==> src/hdl/tet_pkg.sv <==
// Shared types and constants for the timeout event table.
package tet_pkg;

	localparam int ID_W    = 8;
	localparam int TICK_W  = 32;
	localparam int DEPTH_W = 4;
	localparam logic [DEPTH_W-1:0] DEPTH_MAX = 4'd15;

	typedef enum logic [1:0] {
		MODE_SET   = 2'd0,
		MODE_TICK  = 2'd1,
		MODE_CLEAR = 2'd2
	} mode_t;

	typedef enum logic [1:0] {
		KIND_ACK   = 2'd0,
		KIND_FIRED = 2'd1,
		KIND_DONE  = 2'd2
	} kind_t;

	typedef enum logic [3:0] {
		ST_IDLE,
		ST_SET_RD,
		ST_SET_CHK,
		ST_TICK_RD,
		ST_TICK_CHK,
		ST_FIRE_RD,
		ST_FIRE_OUT,
		ST_DONE_OUT,
		ST_ACK_OUT
	} state_t;

	typedef struct packed {
		logic  latch;
		logic  prev_load;
		logic  clear_all;
		logic  idx_clr;
		logic  idx_inc;
		logic  set_write;
		logic  tick_step;
		logic  out_load;
		kind_t out_kind;
	} tet_cmd_t;

	typedef struct packed {
		logic id_zero;
		logic el_zero;
		logic hit;
		logic fire_cur;
		logic idx_last;
		logic out_free;
	} tet_sts_t;

endpackage

==> src/hdl/timeout_event_table.sv <==
// Timeout event table: SLOTS timer slots with set, tick and clear operations.
//
// Items enter on the item channel (item_valid/item_ready): mode, handler_id,
// timeout_ticks, tick_now. Results leave on the result channel
// (result_valid/result_ready), one per transfer, the final one with last set.
// One item is worked on at a time; the next is taken once the last result of
// the current one sits in the result register, even if it is not yet taken.
// Slots are scanned one at a time through the single-port memories:
//   set timeout: scan up to the ack (first free or same-id slot)
//   clear all / id zero / unused mode: the ack comes straight from idle
//   tick reading: an update pass over all slots, then an emit pass, one
//   fired result per expired slot, then the done result.
//   An unchanged tick reading gives its done result without a scan.
// Every result carries the occupied depth after the whole item, saturated at 15.
// A stalled receiver holds the sequencer in its emit state; nothing is lost.
// Reset empties all slots (valid flags) and zeroes the previous tick reading.
module timeout_event_table #(
	parameter int SLOTS = 8
) (
	input  logic                         clk,
	input  logic                         arst_n,
	input  logic                         item_valid,
	output logic                         item_ready,
	input  logic [1:0]                   mode,
	input  logic [tet_pkg::ID_W-1:0]     handler_id,
	input  logic [tet_pkg::TICK_W-1:0]   timeout_ticks,
	input  logic [tet_pkg::TICK_W-1:0]   tick_now,
	output logic                         result_valid,
	input  logic                         result_ready,
	output logic [1:0]                   kind,
	output logic [tet_pkg::ID_W-1:0]     fired_id,
	output logic                         accepted,
	output logic [tet_pkg::TICK_W-1:0]   elapsed,
	output logic [tet_pkg::DEPTH_W-1:0]  depth,
	output logic                         last
);

	tet_pkg::tet_cmd_t cmd;
	tet_pkg::tet_sts_t sts;
	tet_pkg::kind_t    kind_int;

	tet_ctrl u_ctrl (
		.clk        (clk),
		.arst_n     (arst_n),
		.item_valid (item_valid),
		.item_ready (item_ready),
		.mode       (mode),
		.sts        (sts),
		.cmd        (cmd)
	);

	tet_datapath #(
		.SLOTS (SLOTS)
	) u_datapath (
		.clk           (clk),
		.arst_n        (arst_n),
		.cmd           (cmd),
		.sts           (sts),
		.handler_id    (handler_id),
		.timeout_ticks (timeout_ticks),
		.tick_now      (tick_now),
		.result_ready  (result_ready),
		.result_valid  (result_valid),
		.kind          (kind_int),
		.fired_id      (fired_id),
		.accepted      (accepted),
		.elapsed       (elapsed),
		.depth         (depth),
		.last          (last)
	);

	assign kind = kind_int;

`ifndef NO_ASSERTIONS
	// one item in flight: a transfer in closes the input until its last result is in the result register
	a_one_in_flight: assert property (@(posedge clk) disable iff (!arst_n)
		item_valid && item_ready |=> !item_ready)
		else $error("item taken while another is in flight");

	a_depth_bound: assert property (@(posedge clk) disable iff (!arst_n)
		result_valid |-> (32'(depth) <= SLOTS))
		else $error("depth beyond slot count");

	a_fired_shape: assert property (@(posedge clk) disable iff (!arst_n)
		result_valid && (kind == tet_pkg::KIND_FIRED) |-> !last && (fired_id != '0))
		else $error("fired result malformed");

	a_closing: assert property (@(posedge clk) disable iff (!arst_n)
		result_valid && (kind != tet_pkg::KIND_FIRED) |-> last)
		else $error("ack or done result without last");
`endif

endmodule

==> src/hdl/tet_datapath.sv <==
// Slot storage, scan index, tick bookkeeping and result register.
module tet_datapath #(
	parameter int SLOTS = 8
) (
	input  logic                                clk,
	input  logic                                arst_n,
	input  tet_pkg::tet_cmd_t                   cmd,
	output tet_pkg::tet_sts_t                   sts,
	input  logic [tet_pkg::ID_W-1:0]            handler_id,
	input  logic [tet_pkg::TICK_W-1:0]          timeout_ticks,
	input  logic [tet_pkg::TICK_W-1:0]          tick_now,
	input  logic                                result_ready,
	output logic                                result_valid,
	output tet_pkg::kind_t                      kind,
	output logic [tet_pkg::ID_W-1:0]            fired_id,
	output logic                                accepted,
	output logic [tet_pkg::TICK_W-1:0]          elapsed,
	output logic [tet_pkg::DEPTH_W-1:0]         depth,
	output logic                                last
);

	localparam int IW = (SLOTS > 1) ? $clog2(SLOTS) : 1;
	localparam int CW = $clog2(SLOTS + 1);

	logic [tet_pkg::ID_W-1:0]   mem_id  [SLOTS];
	logic [tet_pkg::TICK_W-1:0] mem_rem [SLOTS];
	logic [tet_pkg::ID_W-1:0]   rd_id_q;
	logic [tet_pkg::TICK_W-1:0] rd_rem_q;

	logic [SLOTS-1:0]           valid_q;
	logic [SLOTS-1:0]           fire_q;
	logic [CW-1:0]              count_q;
	logic [tet_pkg::TICK_W-1:0] prev_tick_q;
	logic [IW-1:0]              idx_q;
	logic                       acc_q;
	logic [tet_pkg::ID_W-1:0]   id_q;
	logic [tet_pkg::TICK_W-1:0] timeout_q;
	logic [tet_pkg::TICK_W-1:0] elapsed_q;

	logic                       out_valid_q;
	tet_pkg::kind_t             kind_q;
	logic [tet_pkg::ID_W-1:0]   fired_id_q;
	logic                       accepted_q;
	logic [tet_pkg::TICK_W-1:0] elapsed_out_q;
	logic [tet_pkg::DEPTH_W-1:0] depth_q;
	logic                       last_q;

	logic [tet_pkg::TICK_W-1:0] elapsed_in;
	logic                       expire;
	logic                       drop;
	logic [31:0]                count_w;
	logic [tet_pkg::DEPTH_W-1:0] depth_sat;

	// modular difference: wrap of the free-running counter comes for free
	assign elapsed_in = tick_now - prev_tick_q;
	assign expire     = (rd_rem_q <= elapsed_q);
	assign drop       = cmd.tick_step && valid_q[idx_q] && expire;
	assign count_w    = 32'(count_q);
	assign depth_sat  = (count_w > 32'(tet_pkg::DEPTH_MAX)) ? tet_pkg::DEPTH_MAX
		: count_w[tet_pkg::DEPTH_W-1:0];

	always_comb begin
		sts.id_zero  = (handler_id == '0);
		sts.el_zero  = (elapsed_in == '0);
		sts.hit      = !valid_q[idx_q] || (rd_id_q == id_q);
		sts.fire_cur = fire_q[idx_q];
		sts.idx_last = (idx_q == IW'(SLOTS - 1));
		sts.out_free = !out_valid_q || result_ready;
	end

	// slot memories, read data registered; empty slots are masked by valid_q
	always_ff @(posedge clk) begin
		rd_id_q  <= mem_id[idx_q];
		rd_rem_q <= mem_rem[idx_q];
		if (cmd.set_write) begin
			mem_id[idx_q]  <= id_q;
			mem_rem[idx_q] <= timeout_q;
		end else if (cmd.tick_step && valid_q[idx_q] && !expire) begin
			mem_rem[idx_q] <= rd_rem_q - elapsed_q;
		end
	end

	always_ff @(posedge clk) begin
		if (cmd.latch) begin
			id_q      <= handler_id;
			timeout_q <= timeout_ticks;
			elapsed_q <= elapsed_in;
		end
		if (cmd.out_load) begin
			kind_q        <= cmd.out_kind;
			fired_id_q    <= (cmd.out_kind == tet_pkg::KIND_FIRED) ? rd_id_q : '0;
			accepted_q    <= (cmd.out_kind == tet_pkg::KIND_ACK) ? acc_q : 1'b0;
			elapsed_out_q <= (cmd.out_kind == tet_pkg::KIND_DONE) ? elapsed_q : '0;
			depth_q       <= depth_sat;
			last_q        <= (cmd.out_kind != tet_pkg::KIND_FIRED);
		end
	end

	always_ff @(posedge clk or negedge arst_n) begin
		if (!arst_n) begin
			valid_q     <= '0;
			fire_q      <= '0;
			count_q     <= '0;
			prev_tick_q <= '0;
			idx_q       <= '0;
			acc_q       <= 1'b0;
			out_valid_q <= 1'b0;
		end else begin
			if (cmd.latch) begin
				fire_q <= '0;
				acc_q  <= 1'b0;
			end
			if (cmd.prev_load)
				prev_tick_q <= tick_now;
			if (cmd.clear_all) begin
				valid_q <= '0;
				count_q <= '0;
			end
			if (cmd.set_write) begin
				valid_q[idx_q] <= 1'b1;
				acc_q          <= 1'b1;
				if (!valid_q[idx_q])
					count_q <= count_q + CW'(1);
			end
			if (drop) begin
				valid_q[idx_q] <= 1'b0;
				fire_q[idx_q]  <= 1'b1;
				count_q        <= count_q - CW'(1);
			end
			if (cmd.idx_clr)
				idx_q <= '0;
			else if (cmd.idx_inc)
				idx_q <= idx_q + IW'(1);
			if (cmd.out_load)
				out_valid_q <= 1'b1;
			else if (result_ready)
				out_valid_q <= 1'b0;
		end
	end

	assign result_valid = out_valid_q;
	assign kind         = kind_q;
	assign fired_id     = fired_id_q;
	assign accepted     = accepted_q;
	assign elapsed      = elapsed_out_q;
	assign depth        = depth_q;
	assign last         = last_q;

endmodule

==> src/hdl/tet_ctrl.sv <==
// Sequencer for set, tick and clear operations of the timeout event table.
module tet_ctrl (
	input  logic              clk,
	input  logic              arst_n,
	input  logic              item_valid,
	output logic              item_ready,
	input  logic [1:0]        mode,
	input  tet_pkg::tet_sts_t sts,
	output tet_pkg::tet_cmd_t cmd
);

	tet_pkg::state_t state_q;
	tet_pkg::state_t state_d;

	always_ff @(posedge clk or negedge arst_n) begin
		if (!arst_n)
			state_q <= tet_pkg::ST_IDLE;
		else
			state_q <= state_d;
	end

	always_comb begin
		state_d = state_q;
		case (state_q)
			tet_pkg::ST_IDLE: begin
				if (item_valid) begin
					case (mode)
						tet_pkg::MODE_SET:
							state_d = sts.id_zero ? tet_pkg::ST_ACK_OUT : tet_pkg::ST_SET_RD;
						tet_pkg::MODE_TICK:
							state_d = sts.el_zero ? tet_pkg::ST_DONE_OUT : tet_pkg::ST_TICK_RD;
						default:
							state_d = tet_pkg::ST_ACK_OUT;
					endcase
				end
			end
			tet_pkg::ST_SET_RD:  state_d = tet_pkg::ST_SET_CHK;
			tet_pkg::ST_SET_CHK: begin
				if (sts.hit || sts.idx_last)
					state_d = tet_pkg::ST_ACK_OUT;
				else
					state_d = tet_pkg::ST_SET_RD;
			end
			tet_pkg::ST_TICK_RD: state_d = tet_pkg::ST_TICK_CHK;
			tet_pkg::ST_TICK_CHK: begin
				state_d = sts.idx_last ? tet_pkg::ST_FIRE_RD : tet_pkg::ST_TICK_RD;
			end
			tet_pkg::ST_FIRE_RD: begin
				if (sts.fire_cur)
					state_d = tet_pkg::ST_FIRE_OUT;
				else if (sts.idx_last)
					state_d = tet_pkg::ST_DONE_OUT;
			end
			tet_pkg::ST_FIRE_OUT: begin
				if (sts.out_free)
					state_d = sts.idx_last ? tet_pkg::ST_DONE_OUT : tet_pkg::ST_FIRE_RD;
			end
			tet_pkg::ST_DONE_OUT, tet_pkg::ST_ACK_OUT: begin
				if (sts.out_free)
					state_d = tet_pkg::ST_IDLE;
			end
			default: state_d = tet_pkg::ST_IDLE;
		endcase
	end

	always_comb begin
		cmd          = '0;
		cmd.out_kind = tet_pkg::KIND_ACK;
		item_ready   = 1'b0;
		case (state_q)
			tet_pkg::ST_IDLE: begin
				item_ready = 1'b1;
				if (item_valid) begin
					cmd.latch     = 1'b1;
					cmd.idx_clr   = 1'b1;
					cmd.prev_load = (mode == tet_pkg::MODE_TICK);
					cmd.clear_all = (mode == tet_pkg::MODE_CLEAR);
				end
			end
			tet_pkg::ST_SET_CHK: begin
				if (sts.hit)
					cmd.set_write = 1'b1;
				else if (!sts.idx_last)
					cmd.idx_inc = 1'b1;
			end
			tet_pkg::ST_TICK_CHK: begin
				cmd.tick_step = 1'b1;
				if (sts.idx_last)
					cmd.idx_clr = 1'b1;
				else
					cmd.idx_inc = 1'b1;
			end
			tet_pkg::ST_FIRE_RD: begin
				if (!sts.fire_cur && !sts.idx_last)
					cmd.idx_inc = 1'b1;
			end
			tet_pkg::ST_FIRE_OUT: begin
				if (sts.out_free) begin
					cmd.out_load = 1'b1;
					cmd.out_kind = tet_pkg::KIND_FIRED;
					cmd.idx_inc  = !sts.idx_last;
				end
			end
			tet_pkg::ST_DONE_OUT: begin
				if (sts.out_free) begin
					cmd.out_load = 1'b1;
					cmd.out_kind = tet_pkg::KIND_DONE;
				end
			end
			tet_pkg::ST_ACK_OUT: begin
				if (sts.out_free) begin
					cmd.out_load = 1'b1;
					cmd.out_kind = tet_pkg::KIND_ACK;
				end
			end
			default: begin
				cmd = '0;
			end
		endcase
	end

endmodule
==> config.mk <==
export PLATFORM = sky130hd
export DESIGN_NAME = timeout_event_table
export DESIGN_NICKNAME = d
export VERILOG_FILES = /design/src/hdl/tet_pkg.sv /design/src/hdl/timeout_event_table.sv /design/src/hdl/tet_datapath.sv /design/src/hdl/tet_ctrl.sv
export SDC_FILE = /design/constraint.sdc
export NUM_CORES = 1
export LEC_CHECK = 0
export BUFFER_PORTS_ARGS = -buffer_cell sky130_fd_sc_hd__buf_2
export CAP_MARGIN = 20
export CORE_MARGIN = 1
export CORE_UTILIZATION = 23
export CTS_CLUSTER_SIZE = 8
export DETAILED_ROUTE_END_ITERATION = 10
export PLACE_DENSITY = 0.33
export SLEW_MARGIN = 20
export SYNTH_ARGS = -nofsm -noshare
export SYNTH_HDL_FRONTEND = slang
export SYNTH_SLANG_ARGS = --single-unit
==> constraint.sdc <==
create_clock -name clk -period 8.1 [get_ports clk]
set_input_delay 1.215 -clock clk [delete_from_list [all_inputs] [get_ports clk]]
set_output_delay 1.215 -clock clk [all_outputs]
set_load 0.01 [all_outputs]
Yosys cells after proc, flatten, opt, wreduce, memory -nomap -nowiden
Memories as Yosys holds them, arrays and structs flattened. A register that Yosys moved wholly into a read port is not among the register bits.
Cells that the tools add are included.
Storage, ports and cells
  bits in registers: 181
  memory bits (writable): 320
  input port bits: 78
  output and inout port bits: 50
  word-level logic and storage cells: 131
  memories: 2
Cells by class
  $add $sub $neg: 5
  order comparisons: 4
  eq/ne operators: 19
  muxes and demuxes: 56
  bitwise logic cells: 5
  reduce and logical (&&, ||, !) cells: 23
Memory list
  u_datapath.mem_rem: words 8, width 32, read ports 1, clocked after memory_dff 1, wr ports 1, RTL line tet_datapath.sv:26  | logic [tet_pkg::TICK_W-1:0] mem_rem [SLOTS];
  u_datapath.mem_id: words 8, width 8, read ports 1, clocked after memory_dff 1, wr ports 1, RTL line tet_datapath.sv:25  | logic [tet_pkg::ID_W-1:0] mem_id [SLOTS];
Operator list (number)
  $sub 32x32->32: 2
  $mux 4: 12
  $mux 8: 5
  $le 32x32->1: 1
  $logic_not 32->1: 1
  $mux 32: 1
  $pmux 4 s8: 1
  $mux 3: 8
  $mux 1: 21
  $eq 4x3->1 const B: 4
  $or 8x8->8: 2
  $pmux 3 s3: 1
  $and 8x8->8: 1
  $eq 4x2->1 const B: 2
  $eq 8x8->1: 1
  $logic_not 8->1: 1
  $not 8->8: 1
  $pmux 4 s2: 1
  $bmux 1 s3: 2
  $ne 2x2->1 const B: 3
  $reduce_bool 2->1: 3
  $logic_and 1x1->1: 5
  $logic_not 1->1: 5
  $add 4x1->4 const B: 1
  other kinds (22): 27

Longest topological paths before layout
Gate-level depths: netlist of run 1.
  word-level depth: 9
  depth in mapped cells: 14
  depth with buffers taken out: 14

Cells and area by module
From an unflattened synthesis of run 1, not the netlist that was laid out.
Unflattened totals
  cell total of the unflattened synthesis: 1708
  area total of the unflattened synthesis: 22899.5 um2
Modules (own cells, without submodules)
  tet_datapath: times used 1, cells each 1645, area each 22422.8 um2, sequential area each 15439.8 um2
  tet_ctrl: times used 1, cells each 63, area each 476.7 um2, sequential area each 100.1 um2

Worst setup path after synthesis of run 1
No wires, ideal clock.
  path type: register to register
  start point: reg u_datapath.elapsed_q[0] (netlist bit)
  end point: mem u_datapath.mem_rem[0][0] (netlist bit) (enable)
  setup time: 425 ps
  arrival time: 4366 ps
  required time: 7675 ps
  slack: 3310 ps
  cell stages (with the launch flop): 14
  path buffers: 1
  clock period less this slack: 4790 ps
  cells stage by stage: edfxtp_1 > ha_1 > fa_1 > nor2b_1 > o21ai_1 > a21boi_1 > o31ai_1 > a311oi_2 > a21oi_1 > o21ai_1 > nand3_1 > and2_1 > clkbuf_1 > nor2b_1
On the way
  longest elaborated chain between the ends: 7
Ends and longest elaborated chain
  start: declaration: RTL line tet_datapath.sv:38  | logic [tet_pkg::TICK_W-1:0] elapsed_q;
  start signal: assignment: RTL line tet_datapath.sv:87  | elapsed_q <= elapsed_in;
  $le 32x32->1: RTL line tet_datapath.sv:56  | assign expire = (rd_rem_q <= elapsed_q);
  $logic_not 1->1: RTL line tet_datapath.sv:78  | end else if (cmd.tick_step && valid_q[idx_q] && !expire) begin
  $logic_and 1x1->1: RTL line tet_datapath.sv:78
  $mux 1: RTL line tet_datapath.sv:78
  $mux 1: RTL line tet_datapath.sv:75  | if (cmd.set_write) begin
  $mux 1 (not written as such): RTL line tet_datapath.sv:79  | mem_rem[idx_q] <= rd_rem_q - elapsed_q;
  $or 1x1->1 (no source line)
  end: declaration: RTL line tet_datapath.sv:26
No other way between the ends.

Worst setup path after layout of run 1
  start point: reg u_datapath.elapsed_q[0] (netlist bit)
  end point: mem u_datapath.mem_rem[5][14] (netlist bit) (enable)
The elaborated chain is that of the path after synthesis.

==> impl_metrics.env, run 1 <==
export IMPL_relSlewSlack_pct=31.3
export IMPL_yosysSeqAreaShare_pct=68.0
export IMPL_status="finished, final reports clean"
export IMPL_cts_setup_buffers=0
export IMPL_avgViaCountPerCell=4.57
export IMPL_fill_cells=10100
export IMPL_worstPathRequired_ns=8.39
export IMPL_crit_type="reg -> reg"
export IMPL_grtUsageTotal_pct=14.3
export IMPL_grt_max_degree=58
export IMPL_cts_resized=0
export IMPL_area_delta_synth_final_pct=20.2
export IMPL_drv_cap=0
export IMPL_start_util_pct=23.2
export IMPL_final_cells=3147
export IMPL_final_common_cell="edfxtp_1"
export IMPL_wl_per_cell_um=22.7
export IMPL_core_area_sq_um=98400
export IMPL_gp_congestion=0.843
export IMPL_finClkSkew_ns=0.0217
export IMPL_num_vias=14400
export IMPL_clockRootBuffer="clkbuf_16"
export IMPL_fin_crit_sh_pct=59.0
export IMPL_leakagePower_nw=9.82
export IMPL_synth_seq_cells=541
export IMPL_power_w=0.0106
export IMPL_synth_warnings=0
export IMPL_rr_startpoint="u_datapath.elapsed_q[0]$_DFFE_PP_"
export IMPL_postCtsHoldBufs=0
export IMPL_final_cell_mix="edfxtp_1 (440), a22oi_1 (162), buf_2 (127), inv_1 (84), nand2_1 (82)"
export IMPL_place_area_sq_um=25100
export IMPL_syn_area_sq_um=22900
export IMPL_hold_viol=0
export IMPL_synthCells=1650
export IMPL_die_x_um=317
export IMPL_crit_path_max_incr_delay_ns=0.64
export IMPL_fin_area_sq_um=27500
export IMPL_cts_htree_levels=3
export IMPL_p_switching_w=0.00383
export IMPL_antenna_found_initial=8
export IMPL_swShare_pct=36.3
export IMPL_die_area_sq_um=101000
export IMPL_ff2ff_setup_slack_ns=3.32
export IMPL_final_antenna_net_count=0
export IMPL_finalSetupViolCount=0
export IMPL_first_pass_iters=5
export IMPL_worstSetupStartpointType="register"
export IMPL_cts_sinks=541
export IMPL_dp_cells=3016
export IMPL_endpoint_kind="register"
export IMPL_rr_endpoint="u_datapath.mem_rem[5][14]$_DFFE_PP_"
export IMPL_place_hpwl_um=47500
export IMPL_cts_buffers=78
export IMPL_fmax_mhz=209
export IMPL_final_nets=1956
export IMPL_syn_avg_cell_area_sq_um=13.9
export IMPL_drc=0
export IMPL_synth_main_ff_cell="edfxtp_1"
export IMPL_rows=115
export IMPL_power_share_sequential_pct=37.2
export IMPL_hp_class="in -> async"
export IMPL_p_int_w=0.00672
export IMPL_syn_num_nets=1797
export IMPL_grt_remaining_overflow=0
export IMPL_fin_tns_setup_ns=0
export IMPL_ys_types=78
export IMPL_p_per_area_nw_per_um2=384
export IMPL_finalCriticalPeriod_ns=4.78
export IMPL_clk_latency_ns=0.64
export IMPL_critPathArrivalTime_ns=5.07
export IMPL_drive_above_1_share_pct=17.4
export IMPL_reg2reg_depth=13
export IMPL_async_flop_share_pct=11.3
export IMPL_cts_reportedPaths_clkPinSlew_ns=0.05
export IMPL_slowest_stage="nor2_4"
export IMPL_cts_tree="done"
export IMPL_grt_pass1_wl_um=104000
export IMPL_io_buffer_count=127
export IMPL_cts_max_path_buffers=3
export IMPL_crit_chain="ha_1 > fa_1 > nor2b_1 > o21ai_1 > a21boi_1 > o31ai_1 > a311oi_2 > a21oi_1 > o21ai_1 > nand3_2 > and2_1 > nor2_4 > buf_4"
export IMPL_clockPowerShare_pct=29.6
export IMPL_drt_iter0_drc=914
export IMPL_cpMostUsedCell="o21ai_1"
export IMPL_worst_slew_pin_slew_ns=1.03
export IMPL_slew_viol_final=0
export IMPL_wl_um=71600
export IMPL_rsz0062_at_grt="false"
export IMPL_path_max_fanout=18
export IMPL_die_h_um=317
export IMPL_grt_pass1_vias=14900
export IMPL_power_frac_comb_pct=33.2
export IMPL_ir_drop_uv=180
export IMPL_synth_edf_count=440
export IMPL_io_pin_count=128
[cells in the mapped netlist, types with 34 or more instances]
library cell	instances	area share, %
clkbuf_1	71	1.2
inv_1	85	1.4
o21ai_1	35	0.77
dfrtp_1	61	6.7
nand2_1	82	1.3
a21oi_1	72	1.6
ha_1	67	3.7
nor2_1	62	1.0
a22oi_1	162	5.3
dfxtp_1	40	3.5
edfxtp_1	440	58
xnor2_1	34	1.3
nand4_1	46	1.3
[flip-flops by register name, indices dropped and copies added, names as in the netlist, 32 cells and up]
signal and count:
u_datapath.elapsed 32, u_datapath.prev_tick_q 32, u_datapath.timeout_q 32, u_datapath.mem_rem 256, u_datapath.elapsed_q 32, u_datapath.mem_id 64
u_datapath.rd_rem_q 32
[per-layer routing]
layer / share of wire [%] / track usage, %
met5: 0 / 0
met4: 2.3 / 4.63
met3: 3.7 / 2.05
met2: 47 / 23.3
met1: 47 / 19.6
[through the flow]
step                hold slack [ns]  worst slack [ns]  util, %
global route                  0.365              3.02     27.9
CTS                           0.343              3.16     27.9
floorplan                     0.439              3.31        -
detailed placement            0.463              3.20     25.6
global placement              0.461              3.25     25.5
finish                        0.390              3.32     27.9
[worst max-delay path by stage]
stage / startpoint / to / slack, ns / depth (start not counted)
finish: u_datapath.elapsed_q[0]$_DFFE_PP_ / u_datapath.mem_rem[5][14]$_DFFE_PP_ / 3.32 / 13
CTS: u_datapath.elapsed_q[0]$_DFFE_PP_ / u_datapath.mem_rem[5][14]$_DFFE_PP_ / 3.16 / 13
detailed placement: u_datapath.elapsed_q[0]$_DFFE_PP_ / u_datapath.mem_rem[5][4]$_DFFE_PP_ / 3.20 / 13
floorplan: u_datapath.elapsed_q[0]$_DFFE_PP_ / u_datapath.mem_rem[0][0]$_DFFE_PP_ / 3.31 / 13
global route: u_datapath.elapsed_q[0]$_DFFE_PP_ / u_datapath.mem_rem[5][30]$_DFFE_PP_ / 3.02 / 13
global placement: u_datapath.elapsed_q[0]$_DFFE_PP_ / u_datapath.mem_rem[5][4]$_DFFE_PP_ / 3.25 / 13
[power by group through the flow]
stage / Combinational (W) / Sequential, W / Clock, W
after floorplan: 0.00229 / 0.00389 / 0
after global placement: 0.00360 / 0.00399 / 0
after detailed placement: 0.00357 / 0.00398 / 0
after CTS: 0.00358 / 0.00394 / 0.00322
after global routing: 0.00389 / 0.00398 / 0.00333
final: 0.00351 / 0.00393 / 0.00312
[worst max-delay path: cells and delay by family, from the launching register on]
family                   cells  cell delay, ns
AO/OA/AOI/OAI                6            1.50
AND/OR/NAND/NOR              4            1.37
adder cells (fa/ha/maj)      2            0.71
buffers and inverters        1            0.43
flip-flops                   1            0.39
[final cells by class]
class / count / area, sq um / area share, %
multi-input cells: 943 / 6800 / 24.8
clock inverters: 8 / 179 / 0.651
well taps: 1287 / 1610 / 5.86
diodes: 2 / 5.00 / 0.0182
repair buffers: 158 / 868 / 3.16
inverters: 87 / 328 / 1.19
flip-flops and latches: 541 / 15500 / 56.6
clock buffers: 121 / 2140 / 7.80
[cells by family after synthesis]
family                     Yosys count  share of synthesized area [%]
and+or+nand+nor                    342                           7.92
buffers and inverters              166                           2.76
AOI/OAI and AO/OA                  425                           12.9
adders and majority gates           69                           3.84
muxes                               43                           2.17
xor gates and xnor gates            64                           2.45
DFF                                541                           68.0
No activity file was read; power rests on OpenSTA's default activity.
==> run 2, diff against run 1 <==
clock period = 4.6 ns   (was 8.1 ns; I/O delays follow)
==> impl_metrics.env, run 2 (synthesis results as in run 1) <==
export IMPL_die_x_um=317
export IMPL_fin_crit_sh_pct=92.7
export IMPL_grt_remaining_overflow=0
export IMPL_place_area_sq_um=25400
export IMPL_hold_viol=0
export IMPL_slew_viol_final=0
export IMPL_cts_max_path_buffers=3
export IMPL_largest_register_ffs=256
export IMPL_cp_num_cells=13
export IMPL_cts_resized=0
export IMPL_p_per_area_nw_per_um2=678
export IMPL_regArea_sq_um=15500
export IMPL_drt_iter0_drc=629
export IMPL_cpMostUsedCell="o21ai_1"
export IMPL_finalSetupViolCount=0
export IMPL_status="finished, final reports clean"
export IMPL_regMostFlops="u_datapath.mem_rem"
export IMPL_rr_startpoint="u_datapath.elapsed_q[0]$_DFFE_PP_"
export IMPL_grt_pass1_wl_um=104000
export IMPL_worst_slew_pin_slew_ns=1.04
export IMPL_crit_type="reg -> reg"
export IMPL_reg2reg_depth=13
export IMPL_clockRootBuffer="clkbuf_16"
export IMPL_num_vias=14300
export IMPL_avgViaCountPerCell=4.52
export IMPL_grt_pass1_vias=14900
export IMPL_io_pin_count=128
export IMPL_dp_cells=3033
export IMPL_hp_class="in -> async"
export IMPL_worst_path_buf_inv=1
export IMPL_drv_cap=0
export IMPL_drive_above_1_share_pct=18.0
export IMPL_start_util_pct=23.2
export IMPL_die_h_um=317
export IMPL_antenna_found_initial=1
export IMPL_postCtsHoldBufs=0
export IMPL_drc=0
export IMPL_leakagePower_nw=9.93
export IMPL_wl_um=72300
export IMPL_crit_chain="ha_1 > fa_1 > nor2b_1 > o21ai_1 > a21boi_1 > o31ai_1 > a311oi_2 > a21oi_1 > o21ai_1 > nand3_2 > and2_1 > nor2_4 > buf_4"
export IMPL_fin_tns_setup_ns=0
export IMPL_top_regs="u_datapath.mem_rem x256, u_datapath.mem_id x64"
export IMPL_cts_reportedPaths_clkPinSlew_ns=0.06
export IMPL_fmax_mhz=235
export IMPL_ir_drop_uv=238
export IMPL_cts_htree_levels=3
export IMPL_final_nets=1973
export IMPL_first_pass_iters=4
export IMPL_final_cell_mix="edfxtp_1 (440), a22oi_1 (162), buf_2 (127), inv_1 (84), nand2_1 (82)"
export IMPL_rsz0062_at_grt="false"
export IMPL_final_antenna_net_count=0
export IMPL_fin_area_sq_um=27700
export IMPL_critPathArrivalTime_ns=4.54
export IMPL_endpoint_kind="register"
export IMPL_cts_buffers=78
export IMPL_wl_per_cell_um=22.8
export IMPL_final_common_cell="edfxtp_1"
export IMPL_io_buffer_count=127
export IMPL_die_area_sq_um=101000
export IMPL_relSlewSlack_pct=30.7
export IMPL_final_cells=3164
export IMPL_finalCriticalPeriod_ns=4.26
export IMPL_slowest_stage="fa_1"
export IMPL_worstSetupStartpointType="register"
export IMPL_path_max_fanout=18
export IMPL_cts_setup_buffers=0
export IMPL_cts_sinks=541
export IMPL_rr_endpoint="u_datapath.mem_rem[7][22]$_DFFE_PP_"
export IMPL_grt_max_degree=66
export IMPL_holdWs_ns=0.217
export IMPL_grtUsageTotal_pct=14.4
export IMPL_rows=115
export IMPL_crit_path_max_incr_delay_ns=0.46
export IMPL_ff2ff_setup_slack_ns=0.34
export IMPL_multiInputGateArea_sq_um=6800
export IMPL_fin_util_pct=28.2
export IMPL_finClkSkew_ns=0.0299
export IMPL_clk_latency_ns=0.64
export IMPL_place_hpwl_um=47700
export IMPL_gp_congestion=0.841
export IMPL_core_area_sq_um=98400
export IMPL_worstPathRequired_ns=4.88
export IMPL_cts_tree="done"
export IMPL_crit_family="compound AO/OA/AOI/OAI gates"
export IMPL_fill_cells=10200
export IMPL_area_delta_synth_final_pct=21.3
[run 2: changes by cell type in the layout (fill, tap and decap cells not counted)]
cell	delta
and3b_2	-1
nor2_1	+3
inv_6	+1
buf_12	+12
clkinv_2	+1
buf_4	+5
nor2_2	-3
and3b_4	+1
bufinv_16	-1
clkinv_16	-1
inv_16	+3
clkinv_8	-3
[run 2: cell type report]
type	instances	share of cell area (%)
Tap cell	1287	5.81
Multi-Input combinational cell	943	24.5
Sequential cell	541	56.1
Clock buffer	121	7.73
Inverter	87	1.18
Timing Repair Buffer	175	4.14
Clock inverter	8	0.519
Antenna cell	2	0.0181
[run 2: where the power goes]
group	leakage, nW	switching [W]	total (W)	internal [W]
Sequential	5.10	0.000437	0.00690	0.00646
Clock	1.10	0.00225	0.00546	0.00322
Combinational	3.72	0.00424	0.00644	0.00220
[run 2: through the flow]
| stage | worst slack, ns | total power, W |
|---|---|---|
| floorplan | -0.108 | 0.0109 |
| global placement | 0.403 | 0.0136 |
| detailed placement | 0.304 | 0.0135 |
| CTS | 0.262 | 0.0191 |
| global route | 0.0178 | 0.0199 |
| finish | 0.338 | 0.0188 |
[run 2: worst reg2reg max path: stages, from the launching register on]
cell and delay [ns]:
edfxtp_1 0.39, ha_1 0.25, fa_1 0.46, nor2b_1 0.15, o21ai_1 0.09, a21boi_1 0.30
o31ai_1 0.18, a311oi_2 0.31, a21oi_1 0.23, o21ai_1 0.38, nand3_2 0.14, and2_1 0.45
nor2_4 0.20, buf_4 0.37
[run 2: worst max-delay path by stage]
stage	start	to	slack [ns]
floorplan	u_datapath.elapsed_q[0]$_DFFE_PP_	u_datapath.mem_rem[1][0]$_DFFE_PP_	-0.11
global placement	u_datapath.elapsed_q[0]$_DFFE_PP_	u_datapath.mem_rem[7][17]$_DFFE_PP_	0.40
detailed placement	u_datapath.elapsed_q[0]$_DFFE_PP_	u_datapath.mem_rem[7][17]$_DFFE_PP_	0.30
CTS	u_datapath.elapsed_q[0]$_DFFE_PP_	u_datapath.mem_rem[7][22]$_DFFE_PP_	0.26
global route	u_datapath.elapsed_q[0]$_DFFE_PP_	u_datapath.mem_rem[7][22]$_DFFE_PP_	0.02
finish	u_datapath.elapsed_q[0]$_DFFE_PP_	u_datapath.mem_rem[7][22]$_DFFE_PP_	0.34
[run 2: layer usage]
layer	GRT usage [%]	part of all wire [%]	wire (um)
met5	0	0	0
met4	5.33	2.9	2080
met3	2.25	3.3	2350
met2	23.9	48	34600
met1	18.9	46	33200
